**config.mk**
```make
export PLATFORM = sky130hd
export DESIGN_NAME = unary_word_count_parser
export DESIGN_NICKNAME = d
export VERILOG_FILES = /design/src/design/uwc_pkg.sv /design/src/design/unary_word_count_parser.sv /design/src/design/uwc_ram.sv /design/src/design/uwc_front.sv /design/src/design/uwc_word_queue.sv /design/src/design/uwc_back.sv
export VERILOG_INCLUDE_DIRS = /design/src /design/src/design
export SDC_FILE = /design/constraint.sdc
export NUM_CORES = 1
export LEC_CHECK = 0
export ABC_AREA = 0
export BUFFER_PORTS_ARGS = -buffer_cell sky130_fd_sc_hd__buf_2
export CORE_UTILIZATION = 46
export CTS_CLUSTER_DIAMETER = 100
export DETAILED_ROUTE_END_ITERATION = 10
export HOLD_SLACK_MARGIN = 0.03
export PLACE_DENSITY = 0.65
export SLEW_MARGIN = 20
export SYNTH_ARGS = -nofsm -noshare
export SYNTH_HDL_FRONTEND = slang
export SYNTH_SLANG_ARGS = --single-unit
```
**constraint.sdc**
```tcl
create_clock -name clk -period 4.75 [get_ports clk]
set_input_delay 0.2375 -clock clk [delete_from_list [all_inputs] [get_ports clk]]
set_output_delay 0.2375 -clock clk [all_outputs]
set_load 0.01 [all_outputs]
```
**src/design/unary_word_count_parser_defines.svh**
```systemverilog
// assertion macros shared by the word count parser modules
`ifndef UNARY_WORD_COUNT_PARSER_DEFINES_SVH
`define UNARY_WORD_COUNT_PARSER_DEFINES_SVH

// condition holds at every clock edge out of reset
`define UWC_ASSERT_HOLDS(lbl, cond, msg) \
	lbl: assert property (@(posedge clk) disable iff (!arst_n) (cond)) else $error(msg);

// consequent holds in the same cycle as the antecedent
`define UWC_ASSERT_IMPLIES(lbl, ante, cons, msg) \
	lbl: assert property (@(posedge clk) disable iff (!arst_n) (ante) |-> (cons)) \
		else $error(msg);

// consequent holds in the cycle after the antecedent
`define UWC_ASSERT_NEXT(lbl, ante, cons, msg) \
	lbl: assert property (@(posedge clk) disable iff (!arst_n) (ante) |=> (cons)) \
		else $error(msg);

`endif

```
**src/design/uwc_pkg.sv**
```systemverilog
// types, constants and helpers of the unary word count parser
package uwc_pkg;

	// letters kept per word, range 1 to 64
	localparam int WORD_CAP = 64;

	// letter ring between parser and emitter, deeper than one capped word
	localparam int RING_AW    = 7;
	localparam int RING_DEPTH = 1 << RING_AW;
	localparam int PTR_W      = RING_AW + 1;

	localparam int LET_W = 5;
	localparam int LEN_W = 7;
	localparam int CNT_W = 16;

	localparam logic [7:0] CH_ONE   = 8'h31;
	localparam logic [7:0] CH_UP_A  = 8'h41;
	localparam logic [7:0] CH_UP_Z  = 8'h5a;
	localparam logic [7:0] CH_LOW_A = 8'h61;
	localparam logic [7:0] CH_LOW_Z = 8'h7a;

	typedef struct packed {
		logic [7:0] text_byte;
		logic       text_end;
	} in_item_t;

	typedef struct packed {
		logic [6:0]       letter;
		logic [CNT_W-1:0] pair_count;
		logic [LEN_W-1:0] word_length;
		logic             last_letter;
	} out_item_t;

	// finished word waiting for the emitter
	typedef struct packed {
		logic [LEN_W-1:0] length;
		logic [CNT_W-1:0] count;
	} word_desc_t;

	// letter ring write port
	typedef struct packed {
		logic               en;
		logic [RING_AW-1:0] addr;
		logic [LET_W-1:0]   data;
	} ram_wr_t;

	function automatic logic is_letter(input logic [7:0] b);
		return ((b >= CH_UP_A) && (b <= CH_UP_Z)) || ((b >= CH_LOW_A) && (b <= CH_LOW_Z));
	endfunction

	// letter folded to 0..25
	function automatic logic [LET_W-1:0] fold_index(input logic [7:0] b);
		logic [7:0] t;
		t = ((b >= CH_UP_A) && (b <= CH_UP_Z)) ? (b - CH_UP_A) : (b - CH_LOW_A);
		return t[LET_W-1:0];
	endfunction

endpackage

```
**src/design/unary_word_count_parser.sv**
```systemverilog
// top level of the unary word count parser
// a word's letters pass the word queue and the registered ring read into the result queue
// throughput: one byte accepted per cycle unless full, one letter emitted per cycle while
//   the result queue has room, set by the single ring read port and two entry word queue
// input stalls while two finished words wait or the 128 entry letter ring is full
// reset: asynchronous, active low; clears phase, counters, pointers and both queues
module unary_word_count_parser import uwc_pkg::*; (
	input  logic      clk,
	input  logic      arst_n,
	input  logic      push,
	output logic      full,
	input  in_item_t  item,
	input  logic      pop,
	output logic      empty,
	output out_item_t result
);

	ram_wr_t            ram_wr;
	logic               q_full;
	logic               q_push;
	word_desc_t         q_desc;
	logic               q_pop;
	logic               q_valid;
	word_desc_t         q_head;
	logic               rd_en;
	logic [RING_AW-1:0] rd_addr;
	logic [LET_W-1:0]   rd_data;
	logic [PTR_W-1:0]   rd_ptr;

	// parser front end
	uwc_front u_front (
		.clk    (clk),
		.arst_n (arst_n),
		.push   (push),
		.full   (full),
		.item   (item),
		.rd_ptr (rd_ptr),
		.q_full (q_full),
		.q_push (q_push),
		.q_desc (q_desc),
		.ram_wr (ram_wr)
	);

	// finished word hand-off
	uwc_word_queue u_word_queue (
		.clk       (clk),
		.arst_n    (arst_n),
		.push      (q_push),
		.push_desc (q_desc),
		.full      (q_full),
		.pop       (q_pop),
		.valid     (q_valid),
		.head      (q_head)
	);

	// letter ring
	uwc_ram #(
		.AW (RING_AW),
		.DW (LET_W)
	) u_ring (
		.clk     (clk),
		.wr_en   (ram_wr.en),
		.wr_addr (ram_wr.addr),
		.wr_data (ram_wr.data),
		.rd_en   (rd_en),
		.rd_addr (rd_addr),
		.rd_data (rd_data)
	);

	// letter emitter
	uwc_back u_back (
		.clk     (clk),
		.arst_n  (arst_n),
		.q_valid (q_valid),
		.q_head  (q_head),
		.q_pop   (q_pop),
		.rd_en   (rd_en),
		.rd_addr (rd_addr),
		.rd_data (rd_data),
		.rd_ptr  (rd_ptr),
		.pop     (pop),
		.empty   (empty),
		.result  (result)
	);

endmodule

```
**src/design/uwc_ram.sv**
```systemverilog
// simple dual port ram with registered read
module uwc_ram #(
	parameter int AW = 7,
	parameter int DW = 5
) (
	input  logic          clk,
	input  logic          wr_en,
	input  logic [AW-1:0] wr_addr,
	input  logic [DW-1:0] wr_data,
	input  logic          rd_en,
	input  logic [AW-1:0] rd_addr,
	output logic [DW-1:0] rd_data
);

	logic [DW-1:0] mem_q [1 << AW];

	// write port
	always_ff @(posedge clk) begin
		if (wr_en) begin
			mem_q[wr_addr] <= wr_data;
		end
	end

	// registered read port
	always_ff @(posedge clk) begin
		if (rd_en) begin
			rd_data <= mem_q[rd_addr];
		end
	end

endmodule

```
**src/design/uwc_front.sv**
```systemverilog
// byte parser: phase machine, letter ring writes and word hand-off
module uwc_front import uwc_pkg::*; (
	input  logic             clk,
	input  logic             arst_n,
	input  logic             push,
	output logic             full,
	input  in_item_t         item,
	input  logic [PTR_W-1:0] rd_ptr,
	input  logic             q_full,
	output logic             q_push,
	output word_desc_t       q_desc,
	output ram_wr_t          ram_wr
);

	localparam logic [1:0] PH_LOOK = 2'd0;
	localparam logic [1:0] PH_WORD = 2'd1;
	localparam logic [1:0] PH_ONES = 2'd2;

	logic [1:0]       phase_q, phase_n;
	logic [LEN_W-1:0] held_q, held_n;
	logic [CNT_W-1:0] ones_q, ones_n;
	logic [PTR_W-1:0] wr_ptr_q, wr_ptr_n;
	logic             accept;
	logic             letter_in;
	logic             one_in;
	logic             store;
	logic             commit;
	logic [PTR_W-1:0] used;

	// stall while the word queue or the letter ring has no room
	assign used   = wr_ptr_q - rd_ptr;
	assign full   = q_full || (used == PTR_W'(RING_DEPTH));
	assign accept = push && !full;

	assign letter_in = is_letter(item.text_byte);
	assign one_in    = (item.text_byte == CH_ONE);

	// next phase and counters
	always_comb begin
		phase_n  = phase_q;
		held_n   = held_q;
		ones_n   = ones_q;
		wr_ptr_n = wr_ptr_q;
		store    = 1'b0;
		commit   = 1'b0;
		if (item.text_end) begin
			if (phase_q == PH_ONES) begin
				commit = 1'b1;
			end else begin
				wr_ptr_n = wr_ptr_q - PTR_W'(held_q);
			end
			phase_n = PH_LOOK;
			held_n  = '0;
			ones_n  = '0;
		end else begin
			unique case (phase_q)
				PH_WORD: begin
					if (letter_in) begin
						if (held_q < LEN_W'(WORD_CAP)) begin
							store    = 1'b1;
							held_n   = held_q + LEN_W'(1);
							wr_ptr_n = wr_ptr_q + PTR_W'(1);
						end
					end else if (one_in) begin
						ones_n  = CNT_W'(1);
						phase_n = PH_ONES;
					end else begin
						// word without ones is dropped
						wr_ptr_n = wr_ptr_q - PTR_W'(held_q);
						held_n   = '0;
						phase_n  = PH_LOOK;
					end
				end
				PH_ONES: begin
					if (one_in) begin
						if (ones_q != '1) begin
							ones_n = ones_q + CNT_W'(1);
						end
					end else begin
						commit = 1'b1;
						ones_n = '0;
						if (letter_in) begin
							store    = 1'b1;
							held_n   = LEN_W'(1);
							wr_ptr_n = wr_ptr_q + PTR_W'(1);
							phase_n  = PH_WORD;
						end else begin
							held_n  = '0;
							phase_n = PH_LOOK;
						end
					end
				end
				default: begin
					// looking for a word, also the unused code
					if (letter_in) begin
						store    = 1'b1;
						held_n   = LEN_W'(1);
						wr_ptr_n = wr_ptr_q + PTR_W'(1);
						phase_n  = PH_WORD;
					end else begin
						held_n  = '0;
						phase_n = PH_LOOK;
					end
				end
			endcase
		end
	end

	// ring write and word hand-off
	assign ram_wr.en   = accept && store;
	assign ram_wr.addr = wr_ptr_q[RING_AW-1:0];
	assign ram_wr.data = fold_index(item.text_byte);

	assign q_push       = accept && commit;
	assign q_desc.length = held_q;
	assign q_desc.count  = ones_q;

	// parser state
	always_ff @(posedge clk or negedge arst_n) begin
		if (!arst_n) begin
			phase_q  <= PH_LOOK;
			held_q   <= '0;
			ones_q   <= '0;
			wr_ptr_q <= '0;
		end else if (accept) begin
			phase_q  <= phase_n;
			held_q   <= held_n;
			ones_q   <= ones_n;
			wr_ptr_q <= wr_ptr_n;
		end
	end

endmodule

```
**src/design/uwc_word_queue.sv**
```systemverilog
// two entry queue of finished words between parser and emitter
module uwc_word_queue import uwc_pkg::*; (
	input  logic       clk,
	input  logic       arst_n,
	input  logic       push,
	input  word_desc_t push_desc,
	output logic       full,
	input  logic       pop,
	output logic       valid,
	output word_desc_t head
);

`include "unary_word_count_parser_defines.svh"

	word_desc_t entry_q [2];
	logic       wr_idx_q;
	logic       rd_idx_q;
	logic [1:0] count_q;

	assign full  = (count_q == 2'd2);
	assign valid = (count_q != 2'd0);
	assign head  = entry_q[rd_idx_q];

	// entry storage
	always_ff @(posedge clk) begin
		if (push) begin
			entry_q[wr_idx_q] <= push_desc;
		end
	end

	// pointers and fill level
	always_ff @(posedge clk or negedge arst_n) begin
		if (!arst_n) begin
			wr_idx_q <= 1'b0;
			rd_idx_q <= 1'b0;
			count_q  <= '0;
		end else begin
			if (push) begin
				wr_idx_q <= ~wr_idx_q;
			end
			if (pop) begin
				rd_idx_q <= ~rd_idx_q;
			end
			count_q <= count_q + 2'(push) - 2'(pop);
		end
	end

	`UWC_ASSERT_HOLDS(a_count_range, count_q != 2'd3, "word queue level out of range")
	`UWC_ASSERT_IMPLIES(a_no_overflow, push, count_q != 2'd2, "word pushed into full queue")
	`UWC_ASSERT_IMPLIES(a_no_underflow, pop, count_q != 2'd0, "word popped from empty queue")

endmodule

```
**src/design/uwc_back.sv**
```systemverilog
// emitter: reads letters of queued words from the ring into the result queue
module uwc_back import uwc_pkg::*; (
	input  logic               clk,
	input  logic               arst_n,
	input  logic               q_valid,
	input  word_desc_t         q_head,
	output logic               q_pop,
	output logic               rd_en,
	output logic [RING_AW-1:0] rd_addr,
	input  logic [LET_W-1:0]   rd_data,
	output logic [PTR_W-1:0]   rd_ptr,
	input  logic               pop,
	output logic               empty,
	output out_item_t          result
);

`include "unary_word_count_parser_defines.svh"

	logic [PTR_W-1:0] rd_ptr_q;
	logic [5:0]       idx_q;
	logic             valid_s1;
	logic [CNT_W-1:0] count_s1;
	logic [LEN_W-1:0] length_s1;
	logic             last_s1;
	out_item_t        ofifo_q [4];
	logic [1:0]       owr_q;
	logic [1:0]       ord_q;
	logic [2:0]       ocnt_q;
	logic [2:0]       pending;
	logic             issue;
	logic             last;
	logic             ofifo_pop;

	// issue a read only when the result queue has room for it, counting the letter in the ram read
	assign pending = ocnt_q + 3'(valid_s1);
	assign issue   = q_valid && (pending <= 3'd3);
	assign last    = (({1'b0, idx_q} + LEN_W'(1)) == q_head.length);
	assign q_pop   = issue && last;

	assign rd_en   = issue;
	assign rd_addr = rd_ptr_q[RING_AW-1:0];
	assign rd_ptr  = rd_ptr_q;

	// letter walk over the head word
	always_ff @(posedge clk or negedge arst_n) begin
		if (!arst_n) begin
			rd_ptr_q <= '0;
			idx_q    <= '0;
			valid_s1 <= 1'b0;
		end else begin
			valid_s1 <= issue;
			if (issue) begin
				rd_ptr_q <= rd_ptr_q + PTR_W'(1);
				idx_q    <= last ? 6'd0 : idx_q + 6'd1;
			end
		end
	end

	// word fields travelling alongside the ram read
	always_ff @(posedge clk) begin
		if (issue) begin
			count_s1  <= q_head.count;
			length_s1 <= q_head.length;
			last_s1   <= last;
		end
	end

	// result queue storage
	always_ff @(posedge clk) begin
		if (valid_s1) begin
			ofifo_q[owr_q].letter      <= CH_LOW_A[6:0] + {2'b00, rd_data};
			ofifo_q[owr_q].pair_count  <= count_s1;
			ofifo_q[owr_q].word_length <= length_s1;
			ofifo_q[owr_q].last_letter <= last_s1;
		end
	end

	assign empty     = (ocnt_q == 3'd0);
	assign ofifo_pop = pop && !empty;
	assign result    = ofifo_q[ord_q];

	// result queue pointers
	always_ff @(posedge clk or negedge arst_n) begin
		if (!arst_n) begin
			owr_q  <= '0;
			ord_q  <= '0;
			ocnt_q <= '0;
		end else begin
			if (valid_s1) begin
				owr_q <= owr_q + 2'd1;
			end
			if (ofifo_pop) begin
				ord_q <= ord_q + 2'd1;
			end
			ocnt_q <= ocnt_q + 3'(valid_s1) - 3'(ofifo_pop);
		end
	end

	`UWC_ASSERT_IMPLIES(a_ofifo_room, valid_s1, (ocnt_q != 3'd4) || ofifo_pop,
		"letter lands in full result queue")
	`UWC_ASSERT_NEXT(a_rd_ptr_step, issue, rd_ptr_q == $past(rd_ptr_q) + PTR_W'(1),
		"ring read pointer did not advance on issue")
	`UWC_ASSERT_IMPLIES(a_pop_on_last, q_pop, issue && last,
		"word released before its final letter")

endmodule

```
==> After elaboration in Yosys (flattened, before gate mapping) <==
Memories as Yosys holds them, arrays and structs flattened. A register that Yosys moved wholly into a read port is not among the register bits.
Index checks and enable logic that the tools add are counted.
{ "op_classes": {"reduce_logical": 19, "eq_ne": 15, "magnitude_cmp": 6, "bitwise_logic": 2, "shifts": 0, "div_mod_pow": 0, "mul": 0, "muxes": 45, "add_sub_neg": 17} }
{ "op_table": {"columns": ["operator", "count"], "rows": [
  ["$mux W16", 5],
  ["$mux W8", 7],
  ["$mux W7", 5],
  ["$pmux W16 S2", 1],
  ["$mux W1", 17],
  ["$add A16 B1 Y16 const B", 1],
  ["$add A8 B1 Y8 const B", 2],
  ["$ge A8 B7 Y1 const B", 2],
  ["$le A8 B7 Y1 const B", 2],
  ["$ne A16 B16 Y1 const B", 1],
  ["$pmux W8 S2", 1],
  ["$pmux W7 S2", 1],
  ["$reduce_and A5 Y1", 2],
  ["$sub A5 B1 Y5 const B", 2],
  ["$eq A8 B6 Y1 const B", 1],
  ["$eq A8 B8 Y1 const B", 1],
  ["$logic_and A1 B1 Y1", 8],
  ["$mux W2", 4],
  ["$ne A4 B4 Y1 const B", 2],
  ["$sub A8 B7 Y8", 1],
  ["$sub A8 B8 Y8", 1],
  ["$add A6 B1 Y7 const B", 1],
  ["$add A6 B6 Y7 const A", 1],
  ["$add A7 B1 Y7 const B", 1],
  ["other kinds (27)", 34]
]} }
{ "totals": {"mem_bits_rw": 810, "latchBits": 0, "input_bits": 13, "n_memories": 3, "word_cells": 123, "romBits": 0, "reg_bits": 83} }
{ "memory_table": {"columns": ["memory", "words", "width", "read_ports", "rd_ports_with_merged_regs", "write_ports", "line_no", "rtl"], "rows": [
  ["u_ring.mem_q", 128, 5, 1, 1, 1, "uwc_ram.sv:15", "logic [DW-1:0] mem_q [1 << AW];"],
  ["u_back.ofifo_q", 4, 31, 1, 0, 1, "uwc_back.sv:25", "out_item_t ofifo_q [4];"],
  ["u_word_queue.entry_q", 2, 23, 1, 0, 1, "uwc_word_queue.sv:15", "word_desc_t entry_q [2];"]
]} }

==> Logic depth before layout (Yosys ltp) <==
Gate-level depths: netlist of run 1.
{ "depth": {"ltp_word": 10, "depth_mapped": 15, "mapped_depth_nobuf": 12} }

==> Cells and area by module <==
Synthesis of run 1 repeated with hierarchy kept, for this count alone.
{ "unflattened": {"cells_unflattened": 1868, "hier_area_um2": 36825.3} }
{ "by_module_without_submodules": {"columns": ["module", "instances", "area_each_um2", "cells_per_inst"], "rows": [
  ["uwc_ram", 1, 25110.3, 1090],
  ["uwc_back", 1, 6626.4, 337],
  ["uwc_front", 1, 3126.7, 354],
  ["uwc_word_queue", 1, 1961.9, 87]
]} }

==> Worst setup path after synthesis of run 1 <==
No wires, ideal clock.
{ "synth_path": {"path_kind": "input to register", "startpoint": "in item[1] in the netlist's numbering", "endpoint": "mem u_ring.mem_q[0][4], data pin", "n_path_buf": 0, "path_stages": 4, "setup_slack_ns": -2.004, "t_arrival_ns": 5.823, "setup_time_ns": 0.932, "required_ns": 3.818, "cell_sequence": "inv_1 > ha_1 > nand2_1 > xnor2_1"} }
{ "synth_rtl": {"columns": ["item", "line_no", "rtl"], "rows": [
  ["start: declaration", "unary_word_count_parser.sv:12", "input in_item_t item,"],
  ["end: declaration", "uwc_ram.sv:15", null]
]} }

==> Worst setup path after layout of run 1 <==
{ "layout_path": {"startpoint": "reg u_back.rd_ptr_q[6] (netlist: u_back.rd_ptr[6])", "endpoint": "mem u_ring.mem_q[123][0] (enable)"} }
{ "layout_via": {"elab_chain_len": 8} }
{ "layout_lines": {"columns": ["item", "line_no", "rtl"], "rows": [
  ["start: declaration", "uwc_back.sv:19", "logic [PTR_W-1:0] rd_ptr_q;"],
  ["start signal: assignment", "uwc_back.sv:53", "rd_ptr_q <= rd_ptr_q + PTR_W'(1);"],
  ["$sub A8 B8 Y8", "uwc_front.sv:31", "assign used = wr_ptr_q - rd_ptr;"],
  ["$eq A8 B8 Y1", "uwc_front.sv:32", "assign full = q_full || (used == PTR_W'(RING_DEPTH));"],
  ["$logic_or A1 B1 Y1", "uwc_front.sv:32", null],
  ["$logic_not A1 Y1", "uwc_front.sv:33", "assign accept = push && !full;"],
  ["$logic_and A1 B1 Y1", "uwc_front.sv:33", null],
  ["$logic_and A1 B1 Y1", "uwc_front.sv:110", "assign ram_wr.en = accept && store;"],
  ["$mux W1", "uwc_ram.sv:19", "if (wr_en) begin"],
  ["$mux W1 (not written as such)", "uwc_ram.sv:20", "mem_q[wr_addr] <= wr_data;"]
]} }
No other way between the ends.

==> results.md, run 1 <==
* Status: completed
* Synth Net Count at 2064
* Detailed placement HPWL at 49.3 mm
* Placeable Area at 78000 sq um
* First-pass GRT wire length at 125 mm
* Synth Warn # at 0
* Die footprint at 80500 sq um
* Final setup violation count at 0
* Clk sink count at 898
* Max transition margin at 27.1%
* Via count at 19100
* Number of flops mapped to enable cells by yosys at 839
* Routed wire length per instance at 25.4 microns
* Share of flip-flops with an asynchronous set or reset at 6.57%
* Placed instance area at 37900 sq um
* CTS clk-pin slew, worst paths at 0.07 ns
* Max Slew Vio Count at 0
* Mapped Cells at 2015
* Tcrit/Tclk final at 95.7%
* Final Hold Viols at 0
* Mapped cell area at 36500 sq um
* Most used DFF post-synth: edfxtp_1
* Worst Tran Pin Value at 1.09 ns
* CP required at 5.03 ns
* Post-route ant nets at 0
* DRC at 0
* Leak Pwr at 13.4 nW
* PD cells at 570 nW/um^2
* Initial antenna violation count at 0
* TNS Setup at 0 ns
* TritonRoute pass-1 iters at 5
* Hold Path Class: input pin to flip-flop
* GRT Total Usage at 20.5%
* CTS Buf Count at 91
* Die W at 284 microns
* Critical path peak fanout at 15
* Layout cells sized above 1 at 20.8%
* Worst path slowest cell: nand4_2
* Largest stage delay on the critical path at 0.94 ns
* Crit-path cells: clkinv_1 > ha_1 > o21a_1 > nor3_1 > a2111oi_0 > o211ai_1 > a211o_1 > nand4_2 > nor2_1
* Total I/O pin count at 46
* Remaining global-route overflow at 0
* Worst VDD drop at 0.000652 V
* Vias in the first global route at 19400
* Sequential area share after synthesis at 73.1%
* Longest Clk Path Bufs at 3
* Chip Height at 284 microns
* Routed Wire Length at 81.7 mm
* Buf/Inv on CP at 1
* Flops & latches, synth at 898
* Syn Area/Cell at 18.1 sq um
* H-tree depth at 3
* Crit. End Element: flip-flop
* DR iter-0 viols at 1917
* CP Class: flip-flop to flip-flop
* Rows at 102
* Post-route cell area at 41000 sq um
* Pin count of the biggest net entering global routing at 144
* RSZ-0062 raised after global routing: no
* Final clock skew at 0.0324 ns
* Clock tree from TritonCTS: yes
* Final Critical Period at 4.54 ns
* Initial Utilization at 46.8%
* Critical path's top delay family: simple AND/OR/NAND/NOR gates
* Root Buffer: clkbuf_16
* PortBufs at 45
* CP startpoint kind: flip-flop
* Reg2reg start: u_back.rd_ptr[6]
* Synth-to-layout area growth at 12.4%
* Crit. Startpoint: u_back.rd_ptr[6]
* Max-Cap Viols at 0
* CP arrival at 4.83 ns
* NumNets Final at 2149
* Clk_lat worst skew at 0.66 ns
* Vias per inst at 5.93
* Hold path startpoint: item[1]
* GPL Wtd Cong at 0.871
* Synth unique cells at 77
* Antenna diodes at 0
* Maximum clock rate at 0.220 GHz
* Overall power at 23.4 mW
==> timing repair <==
action	4_1_cts	5_1_grt
gates resized for setup	0	0
buffers inserted	0	0
hold buffers	3	0
hold endpoints to repair	61	0
==> logic make-up (layout without fill, tap and decap cells) <==
| family | count (synthesis) | in the layout | synth area share (%) |
|---|---|---|---|
| flip-flops | 898 | 898 | 73.1 |
| AND/OR/NAND/NOR | 428 | 428 | 5.33 |
| multiplexers | 263 | 263 | 13.5 |
| AO/OA/AOI/OAI | 212 | 212 | 3.97 |
| buffers and inverters | 140 | 300 | 1.90 |
| XOR/XNOR | 38 | 38 | 0.912 |
| adder cells (fa/ha/maj) | 36 | 36 | 1.26 |
==> worst register-to-register path, stage by stage, from the launching register on <==
cell       delay (ns)
dfrtp_1          0.59
clkinv_1         0.36
ha_1             0.44
o21a_1           0.13
nor3_1           0.18
a2111oi_0        0.14
o211ai_1         0.18
a211o_1          0.49
nand4_2          0.94
nor2_1           0.74
==> report_power, final <==
part | leakage (nW) | switching [mW] | internal [mW]
Clock | 1.46 | 3.04 | 4.21
Sequential | 8.40 | 0.460 | 9.47
Combinational | 3.52 | 3.61 | 2.58
Total | 13.4 | 7.12 | 16.3
==> state kept, by name, summed over array words and instances (netlist names), 6 cells and up <==
name                  cells
u_ring.mem_q            640
u_back.ofifo_q          124
u_word_queue.entry_q     46
u_back.count_s1          16
u_front.ones_q           16
u_back.rd_ptr             8
u_front.wr_ptr_q          8
u_back.length_s1          7
u_front.held_q            7
u_back.idx_q              6
==> placed cells by master (no fill, tap or decap), types with 15 or more instances in the layout <==
cell type	Yosys	final
xnor2_1	25	24
nor3_1	23	23
o21ai_0	27	27
o21ai_1	23	23
ha_1	35	35
inv_1	40	37
nor2_1	170	168
nand2_1	103	103
mux2_2	24	24
clkinv_2	0	15
mux4_2	182	182
clkbuf_16	0	91
buf_4	18	36
mux2i_1	56	56
buf_2	20	45
clkinv_1	2	20
dfrtp_1	59	55
a21oi_1	39	39
nand3_1	45	45
edfxtp_1	839	839
==> metal layers <==
layer / track usage (%) / up-vias / share of wire (%)
li1: - / 8266 / -
met1: 29.0 / 9964 / 42
met2: 32.8 / 700 / 48
met3: 3.23 / 136 / 6.6
met4: 6.68 / 0 / 2.6
met5: 0 / - / 0
==> area by class of cell <==
| cell class | count | area (sq um) |
|---|---|---|
| Sequential cell | 898 | 26700 |
| Inverter | 43 | 164 |
| Timing Repair Buffer | 89 | 617 |
| Fill cell | 6109 | 37000 |
| Tap cell | 1040 | 1300 |
| Clock buffer | 105 | 2330 |
| Multi-Input combinational cell | 977 | 9200 |
| Clock inverter | 63 | 712 |
==> cell usage after synthesis (20+ instances only) <==
| master | instances | share of area, % |
|---|---|---|
| inv_1 | 40 | 0.41 |
| mux2_2 | 24 | 0.74 |
| xnor2_1 | 25 | 0.60 |
| nor3_1 | 23 | 0.32 |
| o21ai_1 | 23 | 0.32 |
| o21ai_0 | 27 | 0.37 |
| mux4_2 | 182 | 11 |
| edfxtp_1 | 839 | 69 |
| buf_2 | 20 | 0.27 |
| nand2_1 | 103 | 1.1 |
| clkbuf_1 | 40 | 0.41 |
| a21oi_1 | 39 | 0.53 |
| ha_1 | 35 | 1.2 |
| nor2_1 | 170 | 1.7 |
| nand3_1 | 45 | 0.62 |
| mux2i_1 | 56 | 1.5 |
| dfrtp_1 | 59 | 4.0 |
==> worst paths after layout <==
path,end,slack (ns),cells past startpoint
worst max register to register,u_ring.mem_q[123][0],0.21,9
worst min register to register,u_back.ofifo_q[1][6],0.47,0
worst max-delay path,u_ring.mem_q[123][0],0.21,9
worst min-delay path,u_ring.mem_q[84][0],0.21,3
max in group asynchronous,u_back.rd_ptr[0],3.79,3
min in group asynchronous,u_front.ones_q[14],0.28,3
==> per-stage QoR <==
step	util (%)	hold WS, ns	std cells	setup WS (ns)
5_1_grt	52.6	0.227	3215	0.00532
3_3_place_gp	48.6	0.448	3044	0.631
3_5_place_dp	48.6	0.469	3044	0.367
2_1_floorplan	-	-0.0581	2015	0.0316
6_report	52.6	0.215	3215	0.206
4_1_cts	52.6	0.181	3215	0.342
No activity file was read; power rests on OpenSTA's default activity.
==> inputs of run 2 (changes only) <==
--- a/config.mk
+++ b/config.mk
@@ -8,11 +8,11 @@
 export LEC_CHECK = 0
 export ABC_AREA = 0
 export BUFFER_PORTS_ARGS = -buffer_cell sky130_fd_sc_hd__buf_2
-export CORE_UTILIZATION = 46
+export CORE_UTILIZATION = 52
 export CTS_CLUSTER_DIAMETER = 100
 export DETAILED_ROUTE_END_ITERATION = 10
 export HOLD_SLACK_MARGIN = 0.03
-export PLACE_DENSITY = 0.65
+export PLACE_DENSITY = 0.72
 export SLEW_MARGIN = 20
 export SYNTH_ARGS = -nofsm -noshare
 export SYNTH_HDL_FRONTEND = slang
==> constraint.sdc (replaced) <==
create_clock -name clk -period 4.75 [get_ports clk]
set_input_delay 0 -clock clk [delete_from_list [all_inputs] [get_ports clk]]
set_output_delay 0 -clock clk [all_outputs]
set_load 0.01 [all_outputs]
==> results.md, run 2 (synthesis results as in run 1) <==
* Combinational cell fraction of total power at 27.2% (+0.7 points)
* Routed wire length per instance at 25.6 microns (+0.88%)
* Placeable Area at 69100 sq um (-11%)
* Clk_lat worst skew at 0.65 ns (about the same)
* Die footprint at 71200 sq um (-11%)
* First-pass GRT wire length at 121 mm (-2.8%)
* Clk pwr share at 29.6% (-1.4 points)
* Clk sink count at 898 (unchanged)
* RSZ-0062 raised after global routing: no
* Hold Path Class: input pin to async pin
* Top flop regs: u_ring.mem_q (640), u_back.ofifo_q (124), u_word_queue.entry_q (46)
* Leak Pwr at 13.3 nW (-0.65%)
* DRC at 0 (unchanged)
* PortBufs at 45 (unchanged)
* Filler cells at 4953 (-19%)
* Post-CTS Repair Setup Buffers at 0 (unchanged)
* Hold_buf cts at 4 (+1)
* Via count at 19100 (+0.047%)
* Remaining global-route overflow at 0 (unchanged)
* Number of flip-flops in the largest register at 640 (unchanged)
* Layout cells sized above 1 at 20.6% (-0.22 points)
* Max-Cap Viols at 0 (unchanged)
* Detailed placement HPWL at 48.2 mm (-2.3%)
* Chip Height at 267 microns (-5.9%)
* Synth-to-layout area growth at 11.4%
* Critical path peak fanout at 15 (unchanged)
* H-tree depth at 3 (unchanged)
* Maximum clock rate at 0.231 GHz (+5.0%)
* Initial Utilization at 52.8% (+6.0 points)
* CP startpoint kind: flip-flop
* Final Hold Viols at 0 (unchanged)
* CP arrival at 4.58 ns (-0.25 ns)
* WHS at 0.0583 ns (-0.157 ns)
* Worst VDD drop at 0.000549 V (-16%)
* Post-route ant nets at 0 (unchanged)
* Tcrit/Tclk final at 91.1% (-4.6 points)
* Antenna diodes at 0 (unchanged)
* Initial antenna violation count at 1 (+1)
* Crit. End Element: flip-flop
* Int Pwr at 15.9 mW (-2.0%)
* Most flop-heavy register: u_ring.mem_q
* GPL Wtd Cong at 0.873 (+0.24%)
* Seq pwr share at 43.2% (+0.7 points)
* PD cells at 564 nW/um^2 (-0.99%)
* CP required at 5.01 ns (-0.02 ns)
* Sw Ratio at 30.5% (+0.078 points)
* CP Class: flip-flop to flip-flop
* Vias per inst at 6.15 (+3.8%)
* Clock tree from TritonCTS: yes
* DR iter-0 viols at 2185 (+14%)
* Final clock skew at 0.0310 ns (-0.00136 ns)
* Longest Clk Path Bufs at 3 (unchanged)
* Max transition margin at 26.6% (-0.55 points)
* Commonest non-fill, non-tap cells in the layout: 839 x edfxtp_1, 182 x mux4_2, 168 x nor2_1
* CTS Buf Count at 90 (-1.1%)
* TNS Setup at 0 ns (unchanged)
* TritonRoute pass-1 iters at 5 (unchanged)
* Vias in the first global route at 19100 (-1.4%)
* Sw power at 7.00 mW (-1.6%)
* Pin count of the biggest net entering global routing at 144 (unchanged)
* CTS clk-pin slew, worst paths at 0.06 ns (about the same)
* Rows at 96 (-5.9%)
* Resized Gates After CTS at 0 (unchanged)
* Root Buffer: clkbuf_16
* Most common cell after layout, fill and taps aside: edfxtp_1
* GRT Total Usage at 22.9% (+2.4 points)
* NumNets Final at 2147 (-0.093%)
* Final Critical Period at 4.33 ns (-0.218 ns)
* Final setup violation count at 0 (unchanged)
* Die W at 267 microns (-5.9%)
* Routed Wire Length at 79.4 mm (-2.7%)
* Worst Tran Pin Value at 1.10 ns (+0.0109 ns)
* Status: completed
* Max Slew Vio Count at 0 (unchanged)
* Total I/O pin count at 46 (unchanged)
## run 2: critical path, stage by stage, from the launching register on
cell,delay [ns]
dfrtp_1,0.59
clkinv_1,0.35
ha_1,0.43
o21a_1,0.13
nor3_1,0.17
a2111oi_0,0.11
o211ai_1,0.15
a211o_1,0.46
nand4_2,0.87
nor2_1,0.69
## run 2: power by group through the flow
stage                     combinational [mW]  clock (mW)  sequential [mW]
after floorplan                         4.50           0             9.85
after global placement                  6.13           0             10.0
after detailed placement                6.22           0             10.1
after CTS                               6.25        6.89             9.91
after global routing                    6.64        7.19             9.97
final                                   6.23        6.79             9.91
## run 2: worst paths after layout
path / from / to / slack [ns] / cells after the start
min: arst_n / u_front.ones_q[7] / 0.06 / 3
min in group clk: item[1] / u_ring.mem_q[80][0] / 0.06 / 3
max: u_back.rd_ptr[6] / u_ring.mem_q[59][3] / 0.42 / 9
min reg2reg: u_word_queue.rd_idx_q / u_word_queue.rd_idx_q / 0.47 / 1
max reg2reg: u_back.rd_ptr[6] / u_ring.mem_q[59][3] / 0.42 / 9
max in group asynchronous: arst_n / u_back.rd_ptr[0] / 4.04 / 3
## run 2: per-layer routing
| metal | global-route usage (%) | vias up | share of wire, % |
|---|---|---|---|
| li1 | - | 8249 | - |
| met4 | 8.03 | 0 | 3.0 |
| met5 | 0 | - | 0 |
| met3 | 3.83 | 148 | 7.6 |
| met1 | 32.3 | 9776 | 41 |
| met2 | 36.5 | 902 | 49 |
## run 2: area by class of cell
cell class              instances  area (sq um)  share of cell area, %
inverters                      43           164                  0.403
repair buffers                 88           596                   1.47
flip-flops and latches        898         26700                   65.7
multi-input cells             977          9200                   22.6
well taps                     931          1160                   2.87
clock inverters                55           477                   1.17
clock buffers                 108          2350                   5.79
## run 2: stage by stage
step	std cells	utilization, %	setup slack (ns)	cell area [sq um]	total power [mW]
after detailed placement	2933	54.7	0.509	37800	16.3
after global routing	3100	58.8	0.256	40600	23.8
after floorplan	2015	-	0.0685	36500	14.3
after global placement	2933	54.7	0.709	37800	16.1
final	3100	58.8	0.424	40600	22.9
after CTS	3100	58.8	0.483	40600	23.0
